[src/hdl/csvt_pkg.sv]
// Shared types and constants for the CSV field tokenizer.
`timescale 1ns / 1ps
`default_nettype none

package csvt_pkg;

  localparam logic [7:0] CHAR_CR     = 8'd13;
  localparam logic [7:0] CHAR_LF     = 8'd10;
  localparam logic [7:0] DELIM_RESET = 8'd59;  // ';'
  localparam logic [7:0] QUOTE_RESET = 8'd34;  // '"'

  localparam int CFG_IDX_W  = 1;
  localparam int CFG_DATA_W = 8;

  localparam logic [CFG_IDX_W-1:0] CFG_DELIMITER = 1'd0;
  localparam logic [CFG_IDX_W-1:0] CFG_QUOTE     = 1'd1;

  typedef struct packed {
    logic [7:0] in_byte;
    logic       in_last;
  } in_t;

  typedef struct packed {
    logic [7:0] out_byte;
    logic       byte_valid;
    logic       field_end;
    logic       record_end;
  } out_t;

  // One queue entry: the results of one input transaction (one or two).
  typedef struct packed {
    logic two;
    out_t r0;
    out_t r1;
  } entry_t;

  typedef struct packed {
    logic [7:0] delimiter_char;
    logic [7:0] quote_char;
  } cfg_t;

  typedef struct packed {
    logic full;
    logic empty;
  } fifo_stat_t;

endpackage

`default_nettype wire

[src/hdl/csv_field_tokenizer_top.sv]
// Top level of the streaming CSV field tokenizer.
//
// Usage:
//   Input channel (in_valid / in_stall / in_data) carries one text byte per
//   transaction; in_data.in_last marks the final byte and closes the text.
//   Output channel (out_valid / out_stall / out_data) carries one result per
//   transaction: a content byte and/or field_end / record_end marks.
//   Config port (cfg_we / cfg_index / cfg_wdata) sets the delimiter (index 0)
//   and quote byte (index 1); write only while the block is idle.
// Path: a taken byte's results are written into the result queue, then loaded into the output register.
// Throughput: one input byte per cycle while the queue is not full; the output stage
//   sends one result per cycle while out_stall is low, so a byte that yields two results
//   takes two output transactions. The result queue (FIFO_DEPTH entries) absorbs those bursts.
// Stall: out_stall holds the output register; the queue then fills and
//   in_stall rises only when it is full.
// Reset (rst_n low, synchronous): queue emptied, tokenizer state cleared,
//   delimiter back to ';' and quote to '"'.
`timescale 1ns / 1ps
`default_nettype none

module csv_field_tokenizer_top #(
  parameter int FIFO_DEPTH = 4
) (
  input  wire logic                                clk,
  input  wire logic                                rst_n,
  // input byte channel
  input  wire logic                                in_valid,
  output logic                                     in_stall,
  input  wire csvt_pkg::in_t                       in_data,
  // result channel
  output logic                                     out_valid,
  input  wire logic                                out_stall,
  output csvt_pkg::out_t                           out_data,
  // configuration write port
  input  wire logic                                cfg_we,
  input  wire logic [csvt_pkg::CFG_IDX_W-1:0]      cfg_index,
  input  wire logic [csvt_pkg::CFG_DATA_W-1:0]     cfg_wdata
);

  logic [7:0]           delimiter_char_r;
  logic [7:0]           quote_char_r;
  csvt_pkg::cfg_t       cfg;
  csvt_pkg::fifo_stat_t fstat;
  csvt_pkg::entry_t     push_data;
  csvt_pkg::entry_t     head;
  logic                 push;
  logic                 pop;

  // Config registers
  always_ff @(posedge clk) begin
    if (!rst_n) begin
      delimiter_char_r <= csvt_pkg::DELIM_RESET;
      quote_char_r     <= csvt_pkg::QUOTE_RESET;
    end else if (cfg_we) begin
      case (cfg_index)
        csvt_pkg::CFG_DELIMITER: delimiter_char_r <= cfg_wdata;
        csvt_pkg::CFG_QUOTE:     quote_char_r     <= cfg_wdata;
        default: ;
      endcase
    end
  end

  assign cfg.delimiter_char = delimiter_char_r;
  assign cfg.quote_char     = quote_char_r;

  // Front end: classifies each byte and produces up to two results
  csvt_front u_front (
    .clk       (clk),
    .rst_n     (rst_n),
    .cfg       (cfg),
    .in_valid  (in_valid),
    .in_stall  (in_stall),
    .in_data   (in_data),
    .fstat     (fstat),
    .push      (push),
    .push_data (push_data)
  );

  // Decoupling queue
  csvt_fifo #(
    .DEPTH (FIFO_DEPTH)
  ) u_fifo (
    .clk       (clk),
    .rst_n     (rst_n),
    .push      (push),
    .push_data (push_data),
    .pop       (pop),
    .head      (head),
    .fstat     (fstat)
  );

  // Back end: one result per output transaction
  csvt_back u_back (
    .clk       (clk),
    .rst_n     (rst_n),
    .head      (head),
    .fstat     (fstat),
    .pop       (pop),
    .out_valid (out_valid),
    .out_stall (out_stall),
    .out_data  (out_data)
  );

endmodule

`default_nettype wire

[src/hdl/csvt_front.sv]
// Front end: per-byte classification, tokenizer state and result generation.
`timescale 1ns / 1ps
`default_nettype none

module csvt_front (
  input  wire logic                clk,
  input  wire logic                rst_n,
  input  wire csvt_pkg::cfg_t      cfg,
  input  wire logic                in_valid,
  output logic                     in_stall,
  input  wire csvt_pkg::in_t       in_data,
  input  wire csvt_pkg::fifo_stat_t fstat,
  output logic                     push,
  output csvt_pkg::entry_t         push_data
);

  logic [7:0] held_byte_r, held_byte_nxt;
  logic held_valid_r, held_valid_nxt;
  logic prev_was_quote_r, prev_was_quote_nxt;
  logic in_quotes_r, in_quotes_nxt;
  logic in_word_r, in_word_nxt;
  logic last_was_delim_r, last_was_delim_nxt;
  logic record_has_data_r, record_has_data_nxt;
  logic prev_was_cr_r, prev_was_cr_nxt;
  logic [1:0] cnt;
  logic accept;

  assign in_stall = fstat.full;
  assign accept   = in_valid && !fstat.full;

  always_comb begin
    logic [7:0] b;
    logic last, take, do_put;
    logic [7:0] put_b;
    csvt_pkg::out_t e, r0, r1;

    b      = in_data.in_byte;
    last   = in_data.in_last;
    take   = 1'b0;
    do_put = 1'b0;
    put_b  = 8'd0;
    e      = '0;
    r0     = '0;
    r1     = '0;
    cnt    = 2'd0;

    held_byte_nxt       = held_byte_r;
    held_valid_nxt      = held_valid_r;
    prev_was_quote_nxt  = prev_was_quote_r;
    in_quotes_nxt       = in_quotes_r;
    in_word_nxt         = in_word_r;
    last_was_delim_nxt  = last_was_delim_r;
    record_has_data_nxt = record_has_data_r;
    prev_was_cr_nxt     = prev_was_cr_r;

    // Pending quote is resolved by this byte.
    if (prev_was_quote_r) begin
      if (b == cfg.quote_char) begin
        prev_was_quote_nxt  = 1'b0;
        prev_was_cr_nxt     = 1'b0;
        record_has_data_nxt = 1'b1;
        last_was_delim_nxt  = 1'b0;
        if (!in_word_r) begin
          // pair opening a field: withhold it
          held_byte_nxt  = cfg.quote_char;
          held_valid_nxt = 1'b1;
          in_word_nxt    = 1'b1;
        end else begin
          do_put = 1'b1;
          put_b  = cfg.quote_char;
        end
      end else begin
        // lone quote toggles quoted mode
        prev_was_quote_nxt  = 1'b0;
        in_quotes_nxt       = !in_quotes_r;
        in_word_nxt         = 1'b1;
        last_was_delim_nxt  = 1'b0;
        record_has_data_nxt = 1'b1;
        take                = 1'b1;
      end
    end else begin
      take = 1'b1;
    end

    if (take) begin
      if (!in_quotes_nxt && (b == csvt_pkg::CHAR_CR || b == csvt_pkg::CHAR_LF)) begin
        if (b == csvt_pkg::CHAR_LF && prev_was_cr_nxt) begin
          prev_was_cr_nxt = 1'b0;   // LF of a CRLF pair
        end else begin
          if (record_has_data_nxt) begin
            e = '{out_byte: 8'd0, byte_valid: 1'b0, field_end: in_word_nxt,
                  record_end: 1'b1};
            if (cnt == 2'd0) r0 = e; else r1 = e;
            cnt = cnt + 2'd1;
          end
          in_word_nxt         = 1'b0;
          held_valid_nxt      = 1'b0;
          last_was_delim_nxt  = 1'b0;
          record_has_data_nxt = 1'b0;
          prev_was_cr_nxt     = (b == csvt_pkg::CHAR_CR);
        end
      end else begin
        prev_was_cr_nxt = 1'b0;
        if (!in_quotes_nxt && b == cfg.delimiter_char) begin
          if (in_word_nxt || last_was_delim_nxt) begin
            e = '{out_byte: 8'd0, byte_valid: 1'b0, field_end: 1'b1, record_end: 1'b0};
            if (cnt == 2'd0) r0 = e; else r1 = e;
            cnt = cnt + 2'd1;
          end
          in_word_nxt         = 1'b0;
          held_valid_nxt      = 1'b0;
          last_was_delim_nxt  = 1'b1;
          record_has_data_nxt = 1'b1;
        end else if (b == cfg.quote_char) begin
          prev_was_quote_nxt = 1'b1;
        end else begin
          do_put = 1'b1;
          put_b  = b;
        end
      end
    end

    // Content byte, preceded by a withheld pair quote if any.
    if (do_put) begin
      if (held_valid_nxt) begin
        e = '{out_byte: held_byte_nxt, byte_valid: 1'b1, field_end: 1'b0,
              record_end: 1'b0};
        if (cnt == 2'd0) r0 = e; else r1 = e;
        cnt = cnt + 2'd1;
        held_valid_nxt = 1'b0;
      end
      e = '{out_byte: put_b, byte_valid: 1'b1, field_end: 1'b0, record_end: 1'b0};
      if (cnt == 2'd0) r0 = e; else r1 = e;
      cnt = cnt + 2'd1;
      in_word_nxt         = 1'b1;
      last_was_delim_nxt  = 1'b0;
      record_has_data_nxt = 1'b1;
    end

    // End of text: resolve a pending quote, close the record, clear state.
    if (last) begin
      if (prev_was_quote_nxt) begin
        in_word_nxt         = 1'b1;
        record_has_data_nxt = 1'b1;
      end
      if (record_has_data_nxt) begin
        if (cnt == 2'd2) begin
          r1.field_end  = r1.field_end | in_word_nxt;
          r1.record_end = 1'b1;
        end else begin
          e = '{out_byte: 8'd0, byte_valid: 1'b0, field_end: in_word_nxt,
                record_end: 1'b1};
          if (cnt == 2'd0) r0 = e; else r1 = e;
          cnt = cnt + 2'd1;
        end
      end
      held_byte_nxt       = 8'd0;
      held_valid_nxt      = 1'b0;
      prev_was_quote_nxt  = 1'b0;
      in_quotes_nxt       = 1'b0;
      in_word_nxt         = 1'b0;
      last_was_delim_nxt  = 1'b0;
      record_has_data_nxt = 1'b0;
      prev_was_cr_nxt     = 1'b0;
    end

    push_data.two = (cnt == 2'd2);
    push_data.r0  = r0;
    push_data.r1  = r1;
  end

  assign push = accept && (cnt != 2'd0);

  always_ff @(posedge clk) begin
    if (!rst_n) begin
      held_byte_r       <= 8'd0;
      held_valid_r      <= 1'b0;
      prev_was_quote_r  <= 1'b0;
      in_quotes_r       <= 1'b0;
      in_word_r         <= 1'b0;
      last_was_delim_r  <= 1'b0;
      record_has_data_r <= 1'b0;
      prev_was_cr_r     <= 1'b0;
    end else if (accept) begin
      held_byte_r       <= held_byte_nxt;
      held_valid_r      <= held_valid_nxt;
      prev_was_quote_r  <= prev_was_quote_nxt;
      in_quotes_r       <= in_quotes_nxt;
      in_word_r         <= in_word_nxt;
      last_was_delim_r  <= last_was_delim_nxt;
      record_has_data_r <= record_has_data_nxt;
      prev_was_cr_r     <= prev_was_cr_nxt;
    end
  end

`ifndef SYNTH
  a_held_in_word: assert property (@(posedge clk) disable iff (!rst_n)
    held_valid_r |-> in_word_r)
    else $error("withheld quote outside an open field");

  a_last_clears: assert property (@(posedge clk) disable iff (!rst_n)
    accept && in_data.in_last |=> !in_word_r && !in_quotes_r && !prev_was_quote_r &&
      !record_has_data_r)
    else $error("state not cleared after final byte");
`endif

endmodule

`default_nettype wire

[src/hdl/csvt_fifo.sv]
// Short result queue between the front end and the output stage.
`timescale 1ns / 1ps
`default_nettype none

module csvt_fifo #(
  parameter int DEPTH = 4
) (
  input  wire logic                 clk,
  input  wire logic                 rst_n,
  input  wire logic                 push,
  input  wire csvt_pkg::entry_t     push_data,
  input  wire logic                 pop,
  output csvt_pkg::entry_t          head,
  output csvt_pkg::fifo_stat_t      fstat
);

  localparam int AW = (DEPTH > 1) ? $clog2(DEPTH) : 1;
  localparam logic [AW-1:0] LAST_PTR = AW'(DEPTH - 1);

  csvt_pkg::entry_t mem [DEPTH];
  logic [AW-1:0] wr_ptr_r, wr_ptr_nxt;
  logic [AW-1:0] rd_ptr_r, rd_ptr_nxt;
  logic [AW:0]   count_r, count_nxt;

  assign fstat.full  = (count_r == (AW+1)'(DEPTH));
  assign fstat.empty = (count_r == '0);
  assign head        = mem[rd_ptr_r];

  always_comb begin
    wr_ptr_nxt = wr_ptr_r;
    rd_ptr_nxt = rd_ptr_r;
    count_nxt  = count_r;
    if (push) begin
      wr_ptr_nxt = (wr_ptr_r == LAST_PTR) ? '0 : wr_ptr_r + 1'b1;
    end
    if (pop) begin
      rd_ptr_nxt = (rd_ptr_r == LAST_PTR) ? '0 : rd_ptr_r + 1'b1;
    end
    if (push && !pop) begin
      count_nxt = count_r + 1'b1;
    end else if (pop && !push) begin
      count_nxt = count_r - 1'b1;
    end
  end

  always_ff @(posedge clk) begin
    if (!rst_n) begin
      wr_ptr_r <= '0;
      rd_ptr_r <= '0;
      count_r  <= '0;
    end else begin
      wr_ptr_r <= wr_ptr_nxt;
      rd_ptr_r <= rd_ptr_nxt;
      count_r  <= count_nxt;
    end
  end

  always_ff @(posedge clk) begin
    if (push) begin
      mem[wr_ptr_r] <= push_data;
    end
  end

`ifndef SYNTH
  a_no_overflow: assert property (@(posedge clk) disable iff (!rst_n)
    push |-> !fstat.full)
    else $error("push into full queue");

  a_no_underflow: assert property (@(posedge clk) disable iff (!rst_n)
    pop |-> !fstat.empty)
    else $error("pop from empty queue");
`endif

endmodule

`default_nettype wire

[src/hdl/csvt_back.sv]
// Back end: splits queue entries into single results behind an output register.
`timescale 1ns / 1ps
`default_nettype none

module csvt_back (
  input  wire logic                 clk,
  input  wire logic                 rst_n,
  input  wire csvt_pkg::entry_t     head,
  input  wire csvt_pkg::fifo_stat_t fstat,
  output logic                      pop,
  output logic                      out_valid,
  input  wire logic                 out_stall,
  output csvt_pkg::out_t            out_data
);

  logic           sel_r, sel_nxt;
  logic           out_valid_r, out_valid_nxt;
  csvt_pkg::out_t out_data_r, out_data_nxt;
  logic           load;

  assign load      = !out_valid_r || !out_stall;
  assign out_valid = out_valid_r;
  assign out_data  = out_data_r;

  always_comb begin
    pop           = 1'b0;
    sel_nxt       = sel_r;
    out_valid_nxt = out_valid_r && out_stall;
    out_data_nxt  = out_data_r;
    if (load && !fstat.empty) begin
      out_valid_nxt = 1'b1;
      out_data_nxt  = sel_r ? head.r1 : head.r0;
      if (sel_r || !head.two) begin
        pop     = 1'b1;
        sel_nxt = 1'b0;
      end else begin
        sel_nxt = 1'b1;
      end
    end
  end

  always_ff @(posedge clk) begin
    if (!rst_n) begin
      sel_r       <= 1'b0;
      out_valid_r <= 1'b0;
    end else begin
      sel_r       <= sel_nxt;
      out_valid_r <= out_valid_nxt;
    end
  end

  always_ff @(posedge clk) begin
    out_data_r <= out_data_nxt;
  end

`ifndef SYNTH
  a_second_pending: assert property (@(posedge clk) disable iff (!rst_n)
    sel_r |-> !fstat.empty && head.two)
    else $error("second result selected without a two-result entry");
`endif

endmodule

`default_nettype wire
[config.mk]
export PLATFORM = sky130hd
export DESIGN_NAME = csv_field_tokenizer_top
export DESIGN_NICKNAME = d
export VERILOG_FILES = /design/src/hdl/csvt_pkg.sv /design/src/hdl/csv_field_tokenizer_top.sv /design/src/hdl/csvt_front.sv /design/src/hdl/csvt_fifo.sv /design/src/hdl/csvt_back.sv
export SDC_FILE = /design/constraint.sdc
export NUM_CORES = 1
export LEC_CHECK = 0
export ABC_CLOCK_PERIOD_IN_PS = 5700
export BUFFER_PORTS_ARGS = -buffer_cell sky130_fd_sc_hd__buf_4
export CORE_UTILIZATION = 40
export CTS_CLUSTER_SIZE = 16
export DETAILED_ROUTE_END_ITERATION = 12
export SYNTH_ARGS = -nofsm -noshare
export SYNTH_HDL_FRONTEND = slang
export SYNTH_SLANG_ARGS = --single-unit
[constraint.sdc]
create_clock -name clk -period 5.7 [get_ports clk]
set_clock_uncertainty 0.15 [all_clocks]
set_input_delay 0.285 -clock clk [delete_from_list [all_inputs] [get_ports clk]]
set_output_delay 0.285 -clock clk [all_outputs]
set_load 0.05 [all_outputs]
After elaboration in Yosys (flattened, before gate mapping) --
Memories as Yosys holds them, arrays and structs flattened. A register that Yosys moved wholly into a read port is not among the register bits. Cells that the tools add are included.
Operators by class: $add $sub $neg 7, div/mod/pow operators 0, order comparisons 0, multipliers 0, equal/unequal tests 9, multiplexer cells 116, reduce and logical (&&, ||, !) cells 30, shift operators 0, bitwise gates (word level) 2
Operators with widths (number):
- $mux W11 | 20
- $mux W8 | 11
- $mux W1 | 65
- $mux W2 | 17
- $eq A8 B4 Y1 const B | 2
- $eq A8 B8 Y1 | 2
- $add A2 B1 Y2 const B | 5
- $logic_and A1 B1 Y1 | 9
- $logic_not A1 Y1 | 9
- $mux W9 | 1
- $eq A2 B2 Y1 const B | 4
- $logic_not A2 Y1 | 3
- $mux W3 | 2
- $logic_or A1 B1 Y1 | 4
- $reduce_and A2 Y1 | 2
- $reduce_bool A2 Y1 | 2
- $add A3 B1 Y3 const B | 1
- $eq A3 B3 Y1 const B | 1
- $logic_not A3 Y1 | 1
- $sub A3 B1 Y3 const B | 1
- $not A1 Y1 | 1
- $or A1 B1 Y1 | 1
Word-level totals: register bits after elaboration 51, memories 1, output and inout port bits 13, memory bits (writable) 92, bits in read-only memories 0, latch bits 0
Memory list:
- u_fifo.mem | depth 4, bits a word 23, read ports 1, clocked after Yosys merged registers in 1, write ports 1, RTL line csvt_fifo.sv:20 | csvt_pkg::entry_t mem [DEPTH];

Depth between registers and ports, before layout --
Gate-level depths: netlist of run 1.
depth after elaboration 23, depth in mapped cells 22, depth with buffers taken out 19

Modules after synthesis --
From an unflattened synthesis of run 1, not the netlist that was laid out.
Unflattened totals: cells, all modules 500, area total of the unflattened synthesis 6751.5 sq um
By module, submodules not included:
- csvt_fifo | cells each 164, sequential area each 2942.8 sq um, instances 1, area each 3811.2 sq um
- csvt_front | cells each 233, sequential area each 300.3 sq um, instances 1, area each 1714.1 sq um
- csv_field_tokenizer_top | cells each 70, sequential area each 320.3 sq um, instances 1, area each 645.6 sq um
- csvt_back | cells each 33, sequential area each 370.4 sq um, instances 1, area each 580.6 sq um

Worst setup path before layout of run 1 --
Ideal clock, no wire load.
path type input to register, from input in_data[4] (netlist bit), to register u_fifo.count_r[2], arrival time 4.260 ns, buffers on the path 4, slack 1.215 ns, stages on the path 21, required time 5.474 ns, path through buf_2 xnor2_1 nand4_1 or4_1 clkbuf_1 clkbuf_1 nand2_1 inv_1 ha_1 clkbuf_1 nor2_1 inv_1 ha_1 o31ai_2 a31oi_4 ha_1 inv_1 fa_1 xor2_1 or3_1 a21boi_0
On the way: cells in the longest elaborated chain, start to end 22
RTL lines:
- start: declaration | RTL line csv_field_tokenizer_top.sv:29 | input wire csvt_pkg::in_t in_data,
- $eq A8 B8 Y1 | RTL line csvt_front.sv:58, csvt_front.sv:114
- $mux W1 | RTL line csvt_front.sv:58 | if (b == cfg.quote_char) begin
- $mux W1 | RTL line csvt_front.sv:57 | if (prev_was_quote_r) begin
- $logic_not A1 Y1 | RTL line csvt_front.sv:86, csvt_front.sv:104
- $logic_and A1 B1 Y1 | RTL line csvt_front.sv:104 | if (!in_quotes_nxt && b == cfg.delimiter_char) begin
- $mux W2 | RTL line csvt_front.sv:104
- $mux W2 | RTL line csvt_front.sv:86 | if (!in_quotes_nxt && (b == csvt_pkg::CHAR_CR || b == csvt_pkg::CHAR_LF)) begin
- $mux W2 | RTL line csvt_front.sv:85 | if (take) begin
- (+7 left out)
- $mux W2 | RTL line csvt_front.sv:146 | if (record_has_data_nxt) begin
- $mux W2 (*) | RTL line csvt_front.sv:141 | if (last) begin
- $reduce_bool A2 Y1 (*) | RTL line csvt_front.sv:172 | assign push = accept && (cnt != 2'd0);
- $logic_and A1 B1 Y1 (*) | RTL line csvt_front.sv:172
- via push | RTL line csv_field_tokenizer_top.sv:46 | logic push;
- $logic_not A1 Y1 | RTL line csvt_fifo.sv:41 | end else if (pop && !push) begin
- $logic_and A1 B1 Y1 | RTL line csvt_fifo.sv:41
- $reduce_bool A2 Y1 (no line)
- end signal: assignment | RTL line csvt_fifo.sv:54 | count_r <= count_nxt;
- end: declaration | RTL line csvt_fifo.sv:23 | logic [AW:0] count_r, count_nxt;
The timed path passes the listed nets; every way through them passes the cells marked *. The select of a mux whose other input is x is not followed. A chain may end at the register's enable or synchronous reset.

Worst setup path in the final report of run 1 --
from register u_front.prev_was_quote_r, to register u_fifo.count_r[2]
On the way: cells in the longest elaborated chain, start to end 20
RTL lines:
- start: declaration | RTL line csvt_front.sv:19 | logic prev_was_quote_r, prev_was_quote_nxt;
- start signal: assignment | RTL line csvt_front.sv:187 | prev_was_quote_r <= prev_was_quote_nxt;
- $mux W1 | RTL line csvt_front.sv:57
- $logic_or A1 B1 Y1 or $logic_not A1 Y1 (tied branches) | RTL line csvt_front.sv:105, csvt_front.sv:86, csvt_front.sv:104
- $mux W1 or $logic_and A1 B1 Y1 (tied branches) | RTL line csvt_front.sv:105, csvt_front.sv:104
- $mux W2 | RTL line csvt_front.sv:104
- $mux W2 | RTL line csvt_front.sv:86
- $mux W2 | RTL line csvt_front.sv:85
- $add A2 B1 Y2 | RTL line csvt_front.sv:129 | cnt = cnt + 2'd1;
- $mux W2 | RTL line csvt_front.sv:125 | if (held_valid_nxt) begin
- (+5 left out)
- $mux W2 | RTL line csvt_front.sv:146
- $mux W2 (*) | RTL line csvt_front.sv:141
- $reduce_bool A2 Y1 (*) | RTL line csvt_front.sv:172
- $logic_and A1 B1 Y1 (*) | RTL line csvt_front.sv:172
- via push | RTL line csv_field_tokenizer_top.sv:46
- $logic_not A1 Y1 | RTL line csvt_fifo.sv:41
- $logic_and A1 B1 Y1 | RTL line csvt_fifo.sv:41
- $reduce_bool A2 Y1 (no line)
Marks and branches as above.

==> results.toml, run 1 <==
[worst_setup_path]
critical_path.n_buffers_inverters = 4
critPathKind = "reg2reg"
critical_path.reg2reg.startpoint = "u_front.prev_was_quote_r"
cp.arrival_ns = 5.29
worstPathMaxFanout = 20
worst_setup_path_start_kind = "flip-flop"
regToRegEndpoint = "u_fifo.count_r[2]"
path_depth = 16
worstRegToRegCells = 16
critical_path_required_ns = 5.89
r2r_slack_ns = 0.60
critPathMaxStageDelay_ns = 0.82
critical_path.most_common_cell = "sky130_fd_sc_hd__inv_1"
worstSetupEndpointType = "flip-flop"
cell_chain_of_the_critical_path = "inv_1 -> or4_1 -> nand2_1 -> inv_1 -> ha_1 -> nor2_1 -> inv_1 -> ha_1 -> o31ai_2 -> a31oi_4 -> ha_1 -> inv_1 -> fa_1 -> xor2_1 -> or3_1 -> a21boi_0"
gate_family_responsible_for_the_most_delay_along_the_worst_path = "simple AND/OR/NAND/NOR gates"
cp_slowest_cell = "sky130_fd_sc_hd__or4_1"

[cts]
cts_tree = "yes"
root_buffer_cell = "sky130_fd_sc_hd__clkbuf_16"
clock_tree.htree_level_count = 4
clock_transition_at_the_register_clock_pins_on_the_worst_setup_and_hold_paths_after_cts_ns = 0.06
maximum_number_of_buffers_from_clock_root_to_sink = 2
cts.repair_timing.setup_buffer_count = 0
clkLatencyLatePin_ns = 0.42
tritoncts.num_buffers = 17
cts_resized = 0
cts_hold_buffers = 9
clock_sinks = 145

[layout]
layout-drive-gt1-share = 0.185
final_core_utilization = 0.486
diodes = 0
area_delta_synth_final_pct = 17.5
layout.nets = 616

[synthesis]
synth_flop_cell = "sky130_fd_sc_hd__edfxtp_1"
synth.top_cell.area_share = 0.465
yosys_warnings = 0
top_area_cells_in_the_synthesized_netlist = "sky130_fd_sc_hd__edfxtp_1 (47%), sky130_fd_sc_hd__dfxtp_1 (13%), sky130_fd_sc_hd__mux4_2 (7.8%), sky130_fd_sc_hd__nand2_1 (6.2%), sky130_fd_sc_hd__xnor2_1 (2.2%)"
synthesis.area_per_instance_um2 = 12.4
synth_sequential_area_ratio = 0.592
netlist.top_cell.by_area = "sky130_fd_sc_hd__edfxtp_1"
post_synth_edffs = 103
synth.ff_latch_count = 145
synth-async-reset-ratio = 0
synth_area_mm2 = 0.00665
netlist-cell-type-count = 56
syn_nets = 571
gate_count_post_synth = 537

[timing]
setup_tns_ns = 0
slew-limit-headroom = 0.394
finalWorstPathRequiredPeriod_ns = 5.10
final.period_utilization = 0.895
setup_repair_after_global_routing_missed_its_margin = "false"
finalHoldViolations = 0
achievable-frequency_mhz = 196
maxSlewViolCount = 0
setup_viol_count_final = 0
worst_pin_slew_ns = 0.905
worst_slack_ns = 0.598

[placed_design]
place.port_buffers = 35
dp_worst_slack_ns = 0.532
place.gp.congestion = 0.840
dp_hpwl_mm = 9.31

[power]
peakVddDrop_mv = 0.220
total_leakage_power_nw = 2.79
powerDensity_mw_per_mm2 = 422

[routing]
drt.antenna.violating_nets = 0
routed_wire_length_per_instance_um = 17.0
drt_drc_violations_left = 0
via_per_inst = 5.17
finalWirelength_mm = 13.8
routed-via-count = 4190
detail_route.first_pass.iterations = 5
drtIter0Drc = 221

[floorplan]
start_util = 0.414
die_width_um = 131
placement_rows = 46
io-pin-count = 36
fp.dieArea_mm2 = 0.0171
core_area_mm2 = 0.0161
dieHeight_um = 131

[hold_path]
hold_path_depth = 2
hold_class = "in2reg"
min_to = "delimiter_char_r[3]"
min-delay-start = "rst_n"

[run_status]
outcome = "completed"

[grt]
grt_pass1_wl_mm = 22.4
initial_antenna_violation_count = 0
groute.usage.overall = 0.180
grt.overflow.total = 0
number_of_global_route_vias_before_repair = 4318
maximum_number_of_pins_on_one_net_before_global_route_repair = 43

[flow_run]
cap_viol_max_count = 0
-- report_power, final --
part | internal, mW | switching, mW
Sequential | 1.31 | 0.0622
Clock | 0.647 | 0.436
Combinational | 0.335 | 0.506
-- state kept, by name (all words and copies together), names as in the netlist, named ones only --
register                   flops
delimiter_char_r               8
u_front.in_quotes_r            1
u_back.out_data               11
u_front.held_byte_r            8
u_back.out_valid               1
u_front.prev_was_quote_r       1
u_fifo.wr_ptr_r                2
quote_char_r                   8
u_fifo.rd_ptr_r                2
u_front.prev_was_cr_r          1
u_front.in_word_r              1
u_front.held_valid_r           1
u_front.record_has_data_r      1
u_front.last_was_delim_r       1
u_fifo.count_r                 3
u_back.sel_r                   1
u_fifo.mem                    92
-- cell type report --
type                            count  area, um^2
Timing Repair Buffer               52         413
Clock inverter                     15         156
Inverter                           12        45.0
Tap cell                          216         270
Clock buffer                       17         425
Multi-Input combinational cell    354        2560
Sequential cell                   145        3930
Fill cell                        1413        8250
-- cell usage after synthesis (10+ instances only) --
library cell,n
sky130_fd_sc_hd__edfxtp_1,103
sky130_fd_sc_hd__dfxtp_1,42
sky130_fd_sc_hd__a21boi_0,11
sky130_fd_sc_hd__mux4_2,23
sky130_fd_sc_hd__ha_1,10
sky130_fd_sc_hd__inv_1,10
sky130_fd_sc_hd__xnor2_1,17
sky130_fd_sc_hd__and2_1,11
sky130_fd_sc_hd__a22oi_1,18
sky130_fd_sc_hd__nor2_1,28
sky130_fd_sc_hd__nor2b_1,18
sky130_fd_sc_hd__clkbuf_1,20
sky130_fd_sc_hd__nand2_1,110
-- logic make-up (layout without fill, tap and decap cells) --
kind of cell / Yosys count / after routing / share of synthesized area
simple gates: 209 / 209 / 0.147
flops: 145 / 145 / 0.592
xor+xnor: 18 / 18 / 0.0237
compound gates: 86 / 86 / 0.105
fa+ha+maj: 11 / 11 / 0.0218
buf+inv: 38 / 96 / 0.0220
mux: 30 / 30 / 0.0889
-- worst max path at each step --
stage                                        start           endpoint  slack [ns]
after floorplan                         in_data[4]  u_fifo.count_r[2]        1.21
after global placement                  in_data[5]  u_fifo.count_r[2]        0.80
after detailed placement                in_data[5]  u_fifo.count_r[2]        0.53
after CTS                 u_front.prev_was_quote_r  u_fifo.count_r[2]        0.60
after global routing      u_front.prev_was_quote_r  u_fifo.count_r[2]        0.26
final                     u_front.prev_was_quote_r  u_fifo.count_r[2]        0.60
-- placed cells by master, fill, tap and decap left out, types with 3 or more instances in the layout --
cell type / Yosys / final
sky130_fd_sc_hd__inv_6: 0 / 3
sky130_fd_sc_hd__a21boi_0: 11 / 11
sky130_fd_sc_hd__o211a_1: 8 / 8
sky130_fd_sc_hd__a21oi_1: 8 / 8
sky130_fd_sc_hd__xnor2_1: 17 / 17
sky130_fd_sc_hd__mux2i_1: 5 / 5
sky130_fd_sc_hd__or3_1: 3 / 3
sky130_fd_sc_hd__a22oi_1: 18 / 18
sky130_fd_sc_hd__edfxtp_1: 103 / 103
sky130_fd_sc_hd__dfxtp_1: 42 / 42
sky130_fd_sc_hd__a31oi_1: 3 / 3
sky130_fd_sc_hd__and2_1: 11 / 11
sky130_fd_sc_hd__nor2_1: 28 / 28
sky130_fd_sc_hd__o21ai_1: 6 / 6
sky130_fd_sc_hd__mux4_2: 23 / 23
sky130_fd_sc_hd__nor3b_1: 3 / 3
sky130_fd_sc_hd__o211ai_1: 3 / 3
sky130_fd_sc_hd__clkbuf_16: 0 / 17
sky130_fd_sc_hd__clkinv_4: 0 / 3
sky130_fd_sc_hd__o21ai_0: 6 / 6
sky130_fd_sc_hd__ha_1: 10 / 10
sky130_fd_sc_hd__buf_4: 0 / 43
sky130_fd_sc_hd__nand4_1: 5 / 5
sky130_fd_sc_hd__nand2b_1: 6 / 6
sky130_fd_sc_hd__dlygate4sd3_1: 0 / 9
sky130_fd_sc_hd__nor3_1: 7 / 7
sky130_fd_sc_hd__nor2b_1: 18 / 18
sky130_fd_sc_hd__nand3_1: 9 / 9
sky130_fd_sc_hd__nand2_1: 110 / 110
sky130_fd_sc_hd__inv_1: 10 / 10
-- metal layers --
layer / vias to the layer above / routed length, um / global-route usage
met5: - / 0 / 0
met1: 2032 / 6350 / 0.230
li1: 2057 / - / -
met3: 8 / 442 / 0.0375
met4: 0 / 116 / 0.0737
met2: 93 / 6850 / 0.297
-- metrics by stage --
stage                     cell area (um^2)  std cells  hold slack [ns]  power [mW]
after global placement                7140        770            0.316        2.23
final                                 7810        811            0.106        3.30
after CTS                             7810        811           0.0792        3.35
after detailed placement              7140        770            0.326        2.25
after floorplan                       6650        537            0.259        2.00
after global routing                  7810        811            0.114        3.47
-- worst reg2reg max path, stage by stage (launching register included) --
cell and delay, ns:
sky130_fd_sc_hd__dfxtp_1 0.58, sky130_fd_sc_hd__inv_1 0.21, sky130_fd_sc_hd__or4_1 0.82, sky130_fd_sc_hd__nand2_1 0.24
sky130_fd_sc_hd__inv_1 0.06, sky130_fd_sc_hd__ha_1 0.39, sky130_fd_sc_hd__nor2_1 0.34, sky130_fd_sc_hd__inv_1 0.11
sky130_fd_sc_hd__ha_1 0.34, sky130_fd_sc_hd__o31ai_2 0.09, sky130_fd_sc_hd__a31oi_4 0.29, sky130_fd_sc_hd__ha_1 0.24
sky130_fd_sc_hd__inv_1 0.07, sky130_fd_sc_hd__fa_1 0.43, sky130_fd_sc_hd__xor2_1 0.18, sky130_fd_sc_hd__or3_1 0.31
sky130_fd_sc_hd__a21boi_0 0.18
No activity file was read; power rests on OpenSTA's default activity.
==> run 2, diff against run 1 <==
- ABC_AREA: unset -> 1
- BUFFER_PORTS_ARGS: -buffer_cell sky130_fd_sc_hd__buf_4 -> unset
- DONT_BUFFER_PORTS: unset -> 1
==> run 2 against run 1 <==
Effect of this change:
- total power rose by 1.1%
- fmax is 13% higher
- sequential cell count unchanged
- first-iteration DRC count increased by 61%
- sequential power increased by 9%
- sequential share of layout area increased by 0.68 points
- highest routed layer unchanged
==> results.toml, run 2 <==
[layout]
area.sequential_mm2 = 0.00393
diodes = 0
layout.nets = 746
multi_input_comb_area_mm2 = 0.00238
layout-drive-gt1-share = 0.121
final.fill_count = 1440
most_common_library_cell_in_the_layout_ignoring_fill_and_taps = "sky130_fd_sc_hd__nor2_1"
layout.cells.most_common_list = "sky130_fd_sc_hd__nor2_1 (119), sky130_fd_sc_hd__nand2_1 (112), sky130_fd_sc_hd__edfxtp_1 (103)"
largest_reg_flops = 92
register_containing_the_most_flip_flops_in_the_final_layout = "u_fifo.mem"
area_delta_synth_final_pct = 15.7
stdcell_area_mm2 = 0.00770

[cts]
root_buffer_cell = "sky130_fd_sc_hd__clkbuf_16"
clock_tree.htree_level_count = 4
tritoncts.num_buffers = 17
maximum_number_of_buffers_from_clock_root_to_sink = 2
clkLatencyLatePin_ns = 0.43
cts_resized = 0
cts_tree = "yes"
clock_sinks = 145
clock_transition_at_the_register_clock_pins_on_the_worst_setup_and_hold_paths_after_cts_ns = 0.06

[placed_design]
dp_hpwl_mm = 9.58
place.gp.congestion = 0.820
place.port_buffers = 0
dpl_cell_area_mm2 = 0.00691

[timing]
worst_pin_slew_ns = 1.11
finalHoldViolations = 0
slew-limit-headroom = 0.261
final.period_utilization = 0.791
setup_viol_count_final = 0
maxSlewViolCount = 0
achievable-frequency_mhz = 222
setup_repair_after_global_routing_missed_its_margin = "false"
finalWorstPathRequiredPeriod_ns = 4.51
setup_tns_ns = 0

[grt]
grt_pass1_wl_mm = 24.2
groute.usage.overall = 0.191
initial_antenna_violation_count = 0
grt.overflow.total = 0
maximum_number_of_pins_on_one_net_before_global_route_repair = 48
number_of_global_route_vias_before_repair = 4736

[worst_setup_path]
worstSetupEndpointType = "flip-flop"
critPathKind = "reg2reg"
critical_path.most_common_cell = "sky130_fd_sc_hd__nand2_1"
worst_setup_path_start_kind = "flip-flop"
r2r_slack_ns = 1.19
cp_slowest_cell = "sky130_fd_sc_hd__fa_1"
critPathMaxStageDelay_ns = 0.44
gate_family_responsible_for_the_most_delay_along_the_worst_path = "simple AND/OR/NAND/NOR gates"
worstPathMaxFanout = 9
critical_path.n_buffers_inverters = 6
critical_path_required_ns = 5.91
cp.arrival_ns = 4.72

[synthesis]
netlist.top_cell.by_area = "sky130_fd_sc_hd__edfxtp_1"
post_synth_edffs = 103
yosys_warnings = 0
syn_nets = 729
netlist_top_cells_count = "sky130_fd_sc_hd__nor2_1 (122), sky130_fd_sc_hd__nand2_1 (112), sky130_fd_sc_hd__edfxtp_1 (103)"
synth_sequential_area_ratio = 0.591
top_area_cells_in_the_synthesized_netlist = "sky130_fd_sc_hd__edfxtp_1 (46%), sky130_fd_sc_hd__dfxtp_1 (13%), sky130_fd_sc_hd__nor2_1 (6.9%), sky130_fd_sc_hd__nand2_1 (6.3%), sky130_fd_sc_hd__o21ai_0 (5.8%)"
netlist-cell-type-count = 43
gate_count_post_synth = 695
synth_area_mm2 = 0.00666
synth-async-reset-ratio = 0
synth.top_cell.area_share = 0.464
synth.ff_latch_count = 145
synthesis.area_per_instance_um2 = 9.58
synth_flop_cell = "sky130_fd_sc_hd__edfxtp_1"
yosysMostFrequentCell = "sky130_fd_sc_hd__nor2_1"

[power]
peakVddDrop_mv = 0.211
total_leakage_power_nw = 3.01
powerDensity_mw_per_mm2 = 433

[floorplan]
io-pin-count = 36
start_util = 0.415
placement_rows = 46
die_width_um = 131
fp.dieArea_mm2 = 0.0172
core_area_mm2 = 0.0161
dieHeight_um = 131

[routing]
via_per_inst = 5.10
routed_wire_length_per_instance_um = 15.7
drt_drc_violations_left = 0
finalWirelength_mm = 14.8
detail_route.first_pass.iterations = 5
drtIter0Drc = 355
routed-via-count = 4800
drt.antenna.violating_nets = 0

[hold_path]
hold_class = "in2reg"

[run_status]
outcome = "completed"

[flow_run]
cap_viol_max_count = 0
==> run 2: layer usage <==
| metal | track usage | share of wire | wire [um] |
|---|---|---|---|
| met5 | 0 | 0 | 0 |
| met4 | 0.0791 | 0.016 | 243 |
| met3 | 0.0395 | 0.042 | 622 |
| met2 | 0.323 | 0.48 | 7120 |
| met1 | 0.236 | 0.46 | 6800 |
==> run 2: layout make-up <==
class,count,area share
repair buffers,22,0.0260
multi-input cells,455,0.309
clock inverters,15,0.0297
flip-flops and latches,145,0.511
clock buffers,17,0.0552
inverters,71,0.0346
well taps,216,0.0351
==> run 2: per-stage QoR <==
stage | worst slack (ns) | hold WS, ns | utilization | total power [mW] | instances
2_1_floorplan | 1.57 | 0.261 | - | 1.93 | 695
3_3_place_gp | 1.39 | 0.227 | 0.430 | 2.08 | 895
3_5_place_dp | 1.24 | 0.224 | 0.430 | 2.10 | 895
4_1_cts | 1.18 | 0.00313 | 0.480 | 3.35 | 941
5_1_grt | 0.692 | 0.0160 | 0.480 | 3.49 | 941
6_report | 1.19 | 0.0150 | 0.480 | 3.33 | 941
==> run 2: cell families (layout without fill, tap and decap cells) <==
logic type,after synthesis,count (layout),share of synthesized area
AOI/OAI and AO/OA,152,152,0.132
xor gates and xnor gates,9,9,0.0118
adders and majority gates,11,11,0.0218
buffers and inverters,95,125,0.0547
DFF,145,145,0.591
and+or+nand+nor,283,283,0.189
==> run 2: worst paths after layout <==
| path | from | cells past startpoint | end |
|---|---|---|---|
| max | quote_char_r[5] | 28 | u_fifo.count_r[2] |
| min | in_data[0] | 2 | u_fifo.mem[3][0] |
| max reg2reg | quote_char_r[5] | 28 | u_fifo.count_r[2] |
| min reg2reg | u_front.held_byte_r[4] | 2 | u_front.held_byte_r[4] |
==> run 2: report_power, final <==
| group | internal [mW] | leakage, nW | total [mW] | switching (mW) |
|---|---|---|---|---|
| combinational | 0.180 | 1.39 | 0.585 | 0.406 |
| clock | 0.783 | 0.324 | 1.25 | 0.462 |
| sequential | 1.29 | 1.30 | 1.50 | 0.208 |
==> run 2: repair_timing <==
item	4_1_cts	5_1_grt
hold buffers	14	0
endpoints found under the setup margin	0	0
setup buffers	0	0
endpoints found under the hold margin	28	0
